<file path="config.mk">
export PLATFORM = sky130hd
export DESIGN_NAME = i2c_master_bit_sequencer_top
export DESIGN_NICKNAME = d
export VERILOG_FILES = /design/src/rtl/core/i2cbs_pkg.sv /design/src/rtl/core/i2cbs_phase_logic.sv /design/src/rtl/core/i2c_master_bit_sequencer_top.sv
export SDC_FILE = /design/constraint.sdc
export NUM_CORES = 1
export LEC_CHECK = 0
export CORE_UTILIZATION = 40
export DETAILED_ROUTE_END_ITERATION = 10
export DONT_BUFFER_PORTS = 1
export GPL_TIMING_DRIVEN = 0
export HOLD_SLACK_MARGIN = 0.02
export PLACE_DENSITY = 0.58
export SYNTH_ARGS = -nofsm -noshare
export SYNTH_HDL_FRONTEND = slang
export SYNTH_SLANG_ARGS = --single-unit
</file>
<file path="constraint.sdc">
create_clock -name clk -period 2.6 [get_ports clk]
set_input_delay 0.13 -clock clk [delete_from_list [all_inputs] [get_ports clk]]
set_output_delay 0.13 -clock clk [all_outputs]
set_load 0.01 [all_outputs]
</file>
<file path="src/rtl/core/i2cbs_pkg.sv">
`default_nettype none

package i2cbs_pkg;

  typedef enum logic [2:0] {
    CMD_IDLE  = 3'd0,
    CMD_START = 3'd1,
    CMD_STOP  = 3'd2,
    CMD_WRITE = 3'd3,
    CMD_READ  = 3'd4,
    CMD_ACK   = 3'd5,
    CMD_NACK  = 3'd6,
    CMD_CHECK = 3'd7
  } cmd_t;

  localparam int unsigned PHASE_W = 6;

  // Index of the last phase of each command sequence.
  localparam logic [PHASE_W-1:0] LAST_WRITE = PHASE_W'(23);
  localparam logic [PHASE_W-1:0] LAST_READ  = PHASE_W'(31);
  localparam logic [PHASE_W-1:0] LAST_CHECK = PHASE_W'(2);
  localparam logic [PHASE_W-1:0] LAST_OTHER = PHASE_W'(3);

  // Sub-phase of one written bit: drive SDA, raise SCL, lower SCL.
  localparam logic [1:0] WSUB_DRIVE = 2'd0;
  localparam logic [1:0] WSUB_HIGH  = 2'd1;
  localparam logic [1:0] WSUB_LOW   = 2'd2;

  // Sub-phase of one read bit.
  localparam logic [1:0] RSUB_RELEASE = 2'd0;
  localparam logic [1:0] RSUB_HIGH    = 2'd1;
  localparam logic [1:0] RSUB_SAMPLE  = 2'd2;

  typedef struct packed {
    cmd_t               active;
    logic [PHASE_W-1:0] phase;
    logic [1:0]         wsub;
    logic [7:0]         shift;
    logic               scl;
    logic               sda;
    logic [7:0]         rx;
    logic               ack;
  } state_t;

  typedef struct packed {
    logic       scl;
    logic       sda_out;
    logic       busy_res;
    logic       done_res;
    logic [7:0] rx_byte;
    logic       ack_bit;
    logic       rejected;
  } result_t;

  function automatic logic [PHASE_W-1:0] last_phase(input cmd_t c);
    logic [PHASE_W-1:0] r;
    unique case (c)
      CMD_WRITE: r = LAST_WRITE;
      CMD_READ:  r = LAST_READ;
      CMD_CHECK: r = LAST_CHECK;
      default:   r = LAST_OTHER;
    endcase
    return r;
  endfunction

endpackage

`default_nettype wire

</file>
<file path="src/rtl/core/i2cbs_phase_logic.sv">
`default_nettype none

// One bus tick: takes the current sequencer state and one registered word,
// and gives the next state and the result word for that tick.
module i2cbs_phase_logic (
  input  i2cbs_pkg::state_t  st,
  input  i2cbs_pkg::cmd_t    command,
  input  logic [7:0]         data_byte,
  input  logic               sda_in,
  output i2cbs_pkg::state_t  st_next,
  output i2cbs_pkg::result_t res
);

  logic                         accept_new;
  logic                         busy;
  logic                         done;
  logic                         rej;
  logic [i2cbs_pkg::PHASE_W-1:0] p;

  always_comb begin
    st_next    = st;
    busy       = 1'b0;
    done       = 1'b0;
    accept_new = (st.active == i2cbs_pkg::CMD_IDLE) && (command != i2cbs_pkg::CMD_IDLE);
    rej        = (st.active != i2cbs_pkg::CMD_IDLE) && (command != i2cbs_pkg::CMD_IDLE);

    if (accept_new) begin
      st_next.active = command;
      st_next.phase  = '0;
      st_next.wsub   = i2cbs_pkg::WSUB_DRIVE;
      st_next.shift  = (command == i2cbs_pkg::CMD_WRITE) ? data_byte : 8'h00;
    end

    p = st_next.phase;

    if (st_next.active != i2cbs_pkg::CMD_IDLE) begin
      busy = 1'b1;
      unique case (st_next.active)
        i2cbs_pkg::CMD_START: begin
          unique case (p[1:0])
            2'd0:    st_next.sda = 1'b1;
            2'd1:    st_next.scl = 1'b1;
            2'd2:    st_next.sda = 1'b0;
            default: st_next.scl = 1'b0;
          endcase
        end
        i2cbs_pkg::CMD_STOP: begin
          unique case (p[1:0])
            2'd0:    st_next.sda = 1'b0;
            2'd1:    st_next.scl = 1'b1;
            2'd2:    st_next.sda = 1'b1;
            default: st_next.scl = 1'b0;
          endcase
        end
        i2cbs_pkg::CMD_ACK, i2cbs_pkg::CMD_NACK: begin
          unique case (p[1:0])
            2'd0:    st_next.scl = 1'b0;
            2'd1:    st_next.sda = (st_next.active == i2cbs_pkg::CMD_NACK);
            2'd2:    st_next.scl = 1'b1;
            default: st_next.scl = 1'b0;
          endcase
        end
        i2cbs_pkg::CMD_CHECK: begin
          unique case (p[1:0])
            2'd0: st_next.sda = 1'b1;
            2'd1: st_next.scl = 1'b1;
            default: begin
              st_next.ack = sda_in;
              st_next.scl = 1'b0;
            end
          endcase
        end
        i2cbs_pkg::CMD_WRITE: begin
          unique case (st_next.wsub)
            i2cbs_pkg::WSUB_DRIVE: st_next.sda = st_next.shift[7];
            i2cbs_pkg::WSUB_HIGH:  st_next.scl = 1'b1;
            default: begin
              st_next.scl   = 1'b0;
              st_next.shift = {st_next.shift[6:0], 1'b0};
            end
          endcase
          st_next.wsub = (st_next.wsub == i2cbs_pkg::WSUB_LOW) ? i2cbs_pkg::WSUB_DRIVE
                                                              : st_next.wsub + 2'd1;
        end
        i2cbs_pkg::CMD_READ: begin
          unique case (p[1:0])
            i2cbs_pkg::RSUB_RELEASE: st_next.sda = 1'b1;
            i2cbs_pkg::RSUB_HIGH:    st_next.scl = 1'b1;
            i2cbs_pkg::RSUB_SAMPLE:  st_next.shift = {st_next.shift[6:0], sda_in};
            default:                 st_next.scl = 1'b0;
          endcase
        end
        default: begin
        end
      endcase

      if (p == i2cbs_pkg::last_phase(st_next.active)) begin
        done = 1'b1;
        if (st_next.active == i2cbs_pkg::CMD_READ) begin
          st_next.rx = st_next.shift;
        end
        st_next.active = i2cbs_pkg::CMD_IDLE;
        st_next.phase  = '0;
      end else begin
        st_next.phase = p + 1'b1;
      end
    end

    res.scl      = st_next.scl;
    res.sda_out  = st_next.sda;
    res.busy_res = busy;
    res.done_res = done;
    res.rx_byte  = st_next.rx;
    res.ack_bit  = st_next.ack;
    res.rejected = rej;
  end

endmodule

`default_nettype wire

</file>
<file path="src/rtl/core/i2c_master_bit_sequencer_top.sv">
`default_nettype none

// Bit-level I2C master sequencer. Every input word is one bus delay tick and
// produces exactly one result word giving the SCL and SDA levels to drive for
// that tick, plus busy, done, the last received byte, the last sampled ack and
// a rejected flag. A nonzero command given while idle starts a sequence whose
// first phase is that same tick: start, stop, ack and nack take 4 ticks, check
// ack 3, a byte write 24 (3 per bit, MSB first) and a byte read 32 (4 per bit).
// Commands that arrive while a sequence runs are ignored and flagged. The block
// takes one word per clock cycle unless it stalls its input; a word goes through
// an input register, the phase logic, and a result register before its result
// appears on the outputs. The result register decouples the two channels: a
// stall on the result side only backs up the input once both registers hold
// words.
module i2c_master_bit_sequencer_top (
  input  logic       clk,
  input  logic       rst,
  input  logic       cmd_valid,
  output logic       cmd_stall,
  input  logic [2:0] command,
  input  logic [7:0] data_byte,
  input  logic       sda_in,
  output logic       res_valid,
  input  logic       res_stall,
  output logic       scl,
  output logic       sda_out,
  output logic       busy_res,
  output logic       done_res,
  output logic [7:0] rx_byte,
  output logic       ack_bit,
  output logic       rejected
);

  // Input register stage.
  logic             in_full;
  i2cbs_pkg::cmd_t  in_command;
  logic [7:0]       in_data;
  logic             in_sda;

  // Result register stage.
  logic               out_full;
  i2cbs_pkg::result_t out_res;

  // Sequencer state, advanced once per word that leaves the input register.
  i2cbs_pkg::state_t  st;
  i2cbs_pkg::state_t  st_next;
  i2cbs_pkg::result_t res_next;

  logic out_free;
  logic in_move;
  logic in_take;

  assign out_free  = !out_full || !res_stall;
  assign in_move   = in_full && out_free;
  assign cmd_stall = in_full && !out_free;
  assign in_take   = cmd_valid && !cmd_stall;

  always_ff @(posedge clk) begin
    if (rst) begin
      in_full <= 1'b0;
    end else if (in_take) begin
      in_full <= 1'b1;
    end else if (in_move) begin
      in_full <= 1'b0;
    end
  end

  always_ff @(posedge clk) begin
    if (in_take) begin
      in_command <= i2cbs_pkg::cmd_t'(command);
      in_data    <= data_byte;
      in_sda     <= sda_in;
    end
  end

  // The phase logic sees the state as it stands before this tick.
  i2cbs_phase_logic u_phase (
    .st        (st),
    .command   (in_command),
    .data_byte (in_data),
    .sda_in    (in_sda),
    .st_next   (st_next),
    .res       (res_next)
  );

  always_ff @(posedge clk) begin
    if (rst) begin
      st.active <= i2cbs_pkg::CMD_IDLE;
      st.phase  <= '0;
      st.wsub   <= i2cbs_pkg::WSUB_DRIVE;
      st.shift  <= 8'h00;
      st.scl    <= 1'b1;
      st.sda    <= 1'b1;
      st.rx     <= 8'h00;
      st.ack    <= 1'b1;
    end else if (in_move) begin
      st <= st_next;
    end
  end

  always_ff @(posedge clk) begin
    if (rst) begin
      out_full <= 1'b0;
    end else if (in_move) begin
      out_full <= 1'b1;
    end else if (!res_stall) begin
      out_full <= 1'b0;
    end
  end

  always_ff @(posedge clk) begin
    if (in_move) begin
      out_res <= res_next;
    end
  end

  assign res_valid = out_full;
  assign scl       = out_res.scl;
  assign sda_out   = out_res.sda_out;
  assign busy_res  = out_res.busy_res;
  assign done_res  = out_res.done_res;
  assign rx_byte   = out_res.rx_byte;
  assign ack_bit   = out_res.ack_bit;
  assign rejected  = out_res.rejected;

  // An idle sequencer always sits at phase zero.
  a_idle_phase_zero: assert property (@(posedge clk) disable iff (rst)
    (st.active == i2cbs_pkg::CMD_IDLE) |-> (st.phase == '0))
    else $error("idle sequencer with nonzero phase");

  // The phase never runs past the end of the active sequence.
  a_phase_in_range: assert property (@(posedge clk) disable iff (rst)
    (st.active != i2cbs_pkg::CMD_IDLE) |-> (st.phase <= i2cbs_pkg::last_phase(st.active)))
    else $error("phase beyond end of sequence");

  // A rejection can only be reported on a busy tick, and done implies busy.
  a_flags_need_busy: assert property (@(posedge clk) disable iff (rst)
    res_valid |-> (busy_res || (!rejected && !done_res)))
    else $error("rejected or done without busy");

  // A word leaving the input register always lands in the result register.
  a_move_fills_out: assert property (@(posedge clk) disable iff (rst)
    in_move |=> res_valid)
    else $error("word lost between stages");

endmodule

`default_nettype wire

</file>
==> flow_summary.json <==
{
  "status": "finished, final reports clean",
  "worst_slew_pin_slew_ps": 929,
  "ys_ff_latch": 58,
  "r2r_end": "st[5]",
  "grt_pass1_wl_mm": 13.4,
  "synth.distinct_cells": 58,
  "synth_area_per_cell_um2": 9.49,
  "r2r_cells": 10,
  "htree_levels": 3,
  "fin_area_mm2": 0.00416,
  "finalSetupViolations": 0,
  "dp_cells": 429,
  "hold-path-cell-count": 2,
  "start_util_pct": 42.3,
  "cp.arrival_ps": 2830,
  "synthFlopType": "dfxtp_1",
  "cts_buffers": 9,
  "min_delay_worst_endpoint": "st[24]",
  "yosysWarningCount": 0,
  "clk_path_buf_depth": 2,
  "synthToLayoutAreaGrowth_pct": 32.8,
  "row_count": 31,
  "layout.cells.non_filler": 484,
  "path_cells": "buf_6, or3_4, a21oi_4, buf_6, ha_4, a2bb2oi_4, buf_12, o221ai_4, or4_1, o211a_1",
  "vias_per_cell": 6.03,
  "critPathMaxFanout": 7,
  "synth-edff-count": 26,
  "clk_pin_slew_ps": 70,
  "min-delay-start": "rst",
  "cp-end-kind": "flop",
  "firstDrtPassIters": 5,
  "worstSetupPathType": "reg2reg",
  "wl_per_cell_um": 17.5,
  "timing.rr.start": "in_command[1]",
  "cts_tree": "built",
  "hpwlAfterDp_mm": 5.40,
  "slew-limit-headroom_pct": 38.0,
  "wirelength_mm": 8.48,
  "max-cap-violations": 0,
  "drt-initial-drc-count": 155,
  "report.final.slew_viol_count": 0,
  "clock_sinks": 58,
  "fin_nets": 401,
  "rsz0062_at_grt": "true",
  "nFillCells": 642,
  "diodes": 0,
  "grt.total_usage_pct": 20.6,
  "overflow": 0,
  "grt_antenna_before_repair": 0,
  "skew_ps": 9.35,
  "ys_seq_area_share_pct": 45.4,
  "synth_cells": 330,
  "hold_slack_ps": 31.7,
  "min_period_ps": 2580,
  "critical_path_required_ps": 2840,
  "slowest_stage": "or4_1",
  "vias": 2920,
  "first_global_vias": 2702,
  "clock_latency_ps": 350,
  "crit_top_cell": "buf_6",
  "synth_fp_nets": 350,
  "fmax_ghz": 0.387,
  "die-area_mm2": 0.00819,
  "hold_class": "in2reg",
  "cts-root-buf": "clkbuf_8",
  "io_pins": 32,
  "ant_nets": 0,
  "die_h_um": 90.5,
  "drive_above_1_share_pct": 27.0,
  "p_leak_nw": 1.54,
  "drc_errors": 0,
  "cp-start-kind": "flop",
  "rrSetupSlack_ps": 20,
  "fin_setup_tns_ps": 0,
  "fp.coreArea_mm2": 0.00741,
  "routabilityCongestion": 0.883,
  "powerDensity_mw_per_mm2": 520,
  "synth_top_area_cell": "edfxtp_1",
  "finalHoldViolCount": 0,
  "max_stage_delay_ps": 480,
  "fin_crit_sh_pct": 99.3,
  "synthTopCellsByArea": "edfxtp_1 25%, dfxtp_1 20%, a21oi_1 4.0%",
  "ir_worst_vdd_mv": 0.302,
  "post-synth-top-count-cell": "dfxtp_1",
  "async_flop_share_pct": 0,
  "grt_max_degree": 24,
  "final_core_util_pct": 56.2,
  "syn_area_mm2": 0.00313,
  "port-buffer-count": 0,
  "placed_cell_area_mm2": 0.00327,
  "synth_top_area_share_pct": 24.9,
  "ys_top_cells_by_count": "32 x dfxtp_1, 28 x nor2_1, 26 x edfxtp_1, 25 x a21oi_1",
  "die-width_um": 90.5
}
## placed cells by master, fill, tap and decap left out, drive strengths merged, types with 5 or more instances in the layout
master / count
buf: 35
edfxtp: 26
nand2: 21
a211oi: 6
nor3: 8
nor2: 29
inv: 13
nand3: 9
dlygate4sd3: 15
mux2: 7
o221ai: 8
or4: 9
dfxtp: 32
clkbuf: 22
o21ai: 21
a21oi: 26
and4: 7
mux2i: 5
o22ai: 8
o211a: 7
## metrics by stage
stage / worst slack (ps) / power [W]
2_1_floorplan: 14.3 / 0.00126
3_3_place_gp: -443 / 0.00133
3_5_place_dp: -421 / 0.00133
4_1_cts: -24.2 / 0.00209
5_1_grt: -94.2 / 0.00225
6_report: 18.5 / 0.00216
## repair_timing
action	in CTS	in global routing
setup buffers	8	18
pin swaps	7	14
hold buffers	15	0
hold endpoints to repair	18	0
endpoints found under the setup margin	38	27
gates resized for setup	27	52
## report_power, final
| part | switching [W] | internal, W | leakage (nW) | total, W |
|---|---|---|---|---|
| clock | 0.000365 | 0.000332 | 0.0806 | 0.000696 |
| combinational | 0.000252 | 0.000180 | 0.948 | 0.000433 |
| sequential | 0.0000347 | 0.000998 | 0.510 | 0.00103 |
## critical path: cells and delay by family, from the launching register on
kind	cells	cell delay (ps)
AO/OA/AOI/OAI	4	590
adder cells (fa/ha/maj)	1	200
buffers and inverters	3	420
flip-flops	1	380
AND/OR/NAND/NOR	2	890
## layer usage
layer / share of wire, % / GRT usage, %
met1: 46 / 28.4
met2: 47 / 31.1
met3: 5.4 / 4.46
met4: 2.0 / 8.60
met5: 0 / 0
## sequential cells by signal, summed over array words and instances, names as in the netlist
register    cells
rx_byte         8
res_valid       1
in_sda          1
done_res        1
busy_res        1
ack_bit         1
st             30
rejected        1
in_command      3
in_data         8
sda_out         1
scl             1
in_full         1
## final cells by class
| class | count | area (um^2) | share of cell area [%] |
|---|---|---|---|
| tap | 99 | 124 | 2.98 |
| multi-input combinational | 236 | 1890 | 45.5 |
| sequential | 58 | 1420 | 34.2 |
| clock buffer | 9 | 124 | 2.98 |
| buffer | 22 | 138 | 3.31 |
| clock inverter | 6 | 35.0 | 0.842 |
| inverter | 13 | 48.8 | 1.17 |
| timing repair buffer | 41 | 375 | 9.02 |
## how the worst max path moves through the flow
stage                             start         end  slack, ps  cells after the start
after floorplan           in_command[2]         scl         10                     12
after global placement           st[29]       st[3]       -440                     10
after detailed placement         st[29]       st[3]       -420                     10
after CTS                 in_command[0]  rx_byte[0]        -20                      8
after global routing      in_command[1]         scl        -90                     12
final                     in_command[1]       st[5]         20                     10
## logic make-up (layout without fill, tap and decap cells)
family                     Yosys count  after routing  share of synthesized area [%]
AOI/OAI and AO/OA                  108            108                           23.8
and+or+nand+nor                    107            107                           18.9
DFF                                 58             58                           45.4
buffers and inverters               36             91                           4.83
muxes                               12             12                           4.12
xor gates and xnor gates             5              5                           1.40
adders and majority gates            4              4                           1.60
Note: power is estimated with default switching activity, not from simulation.
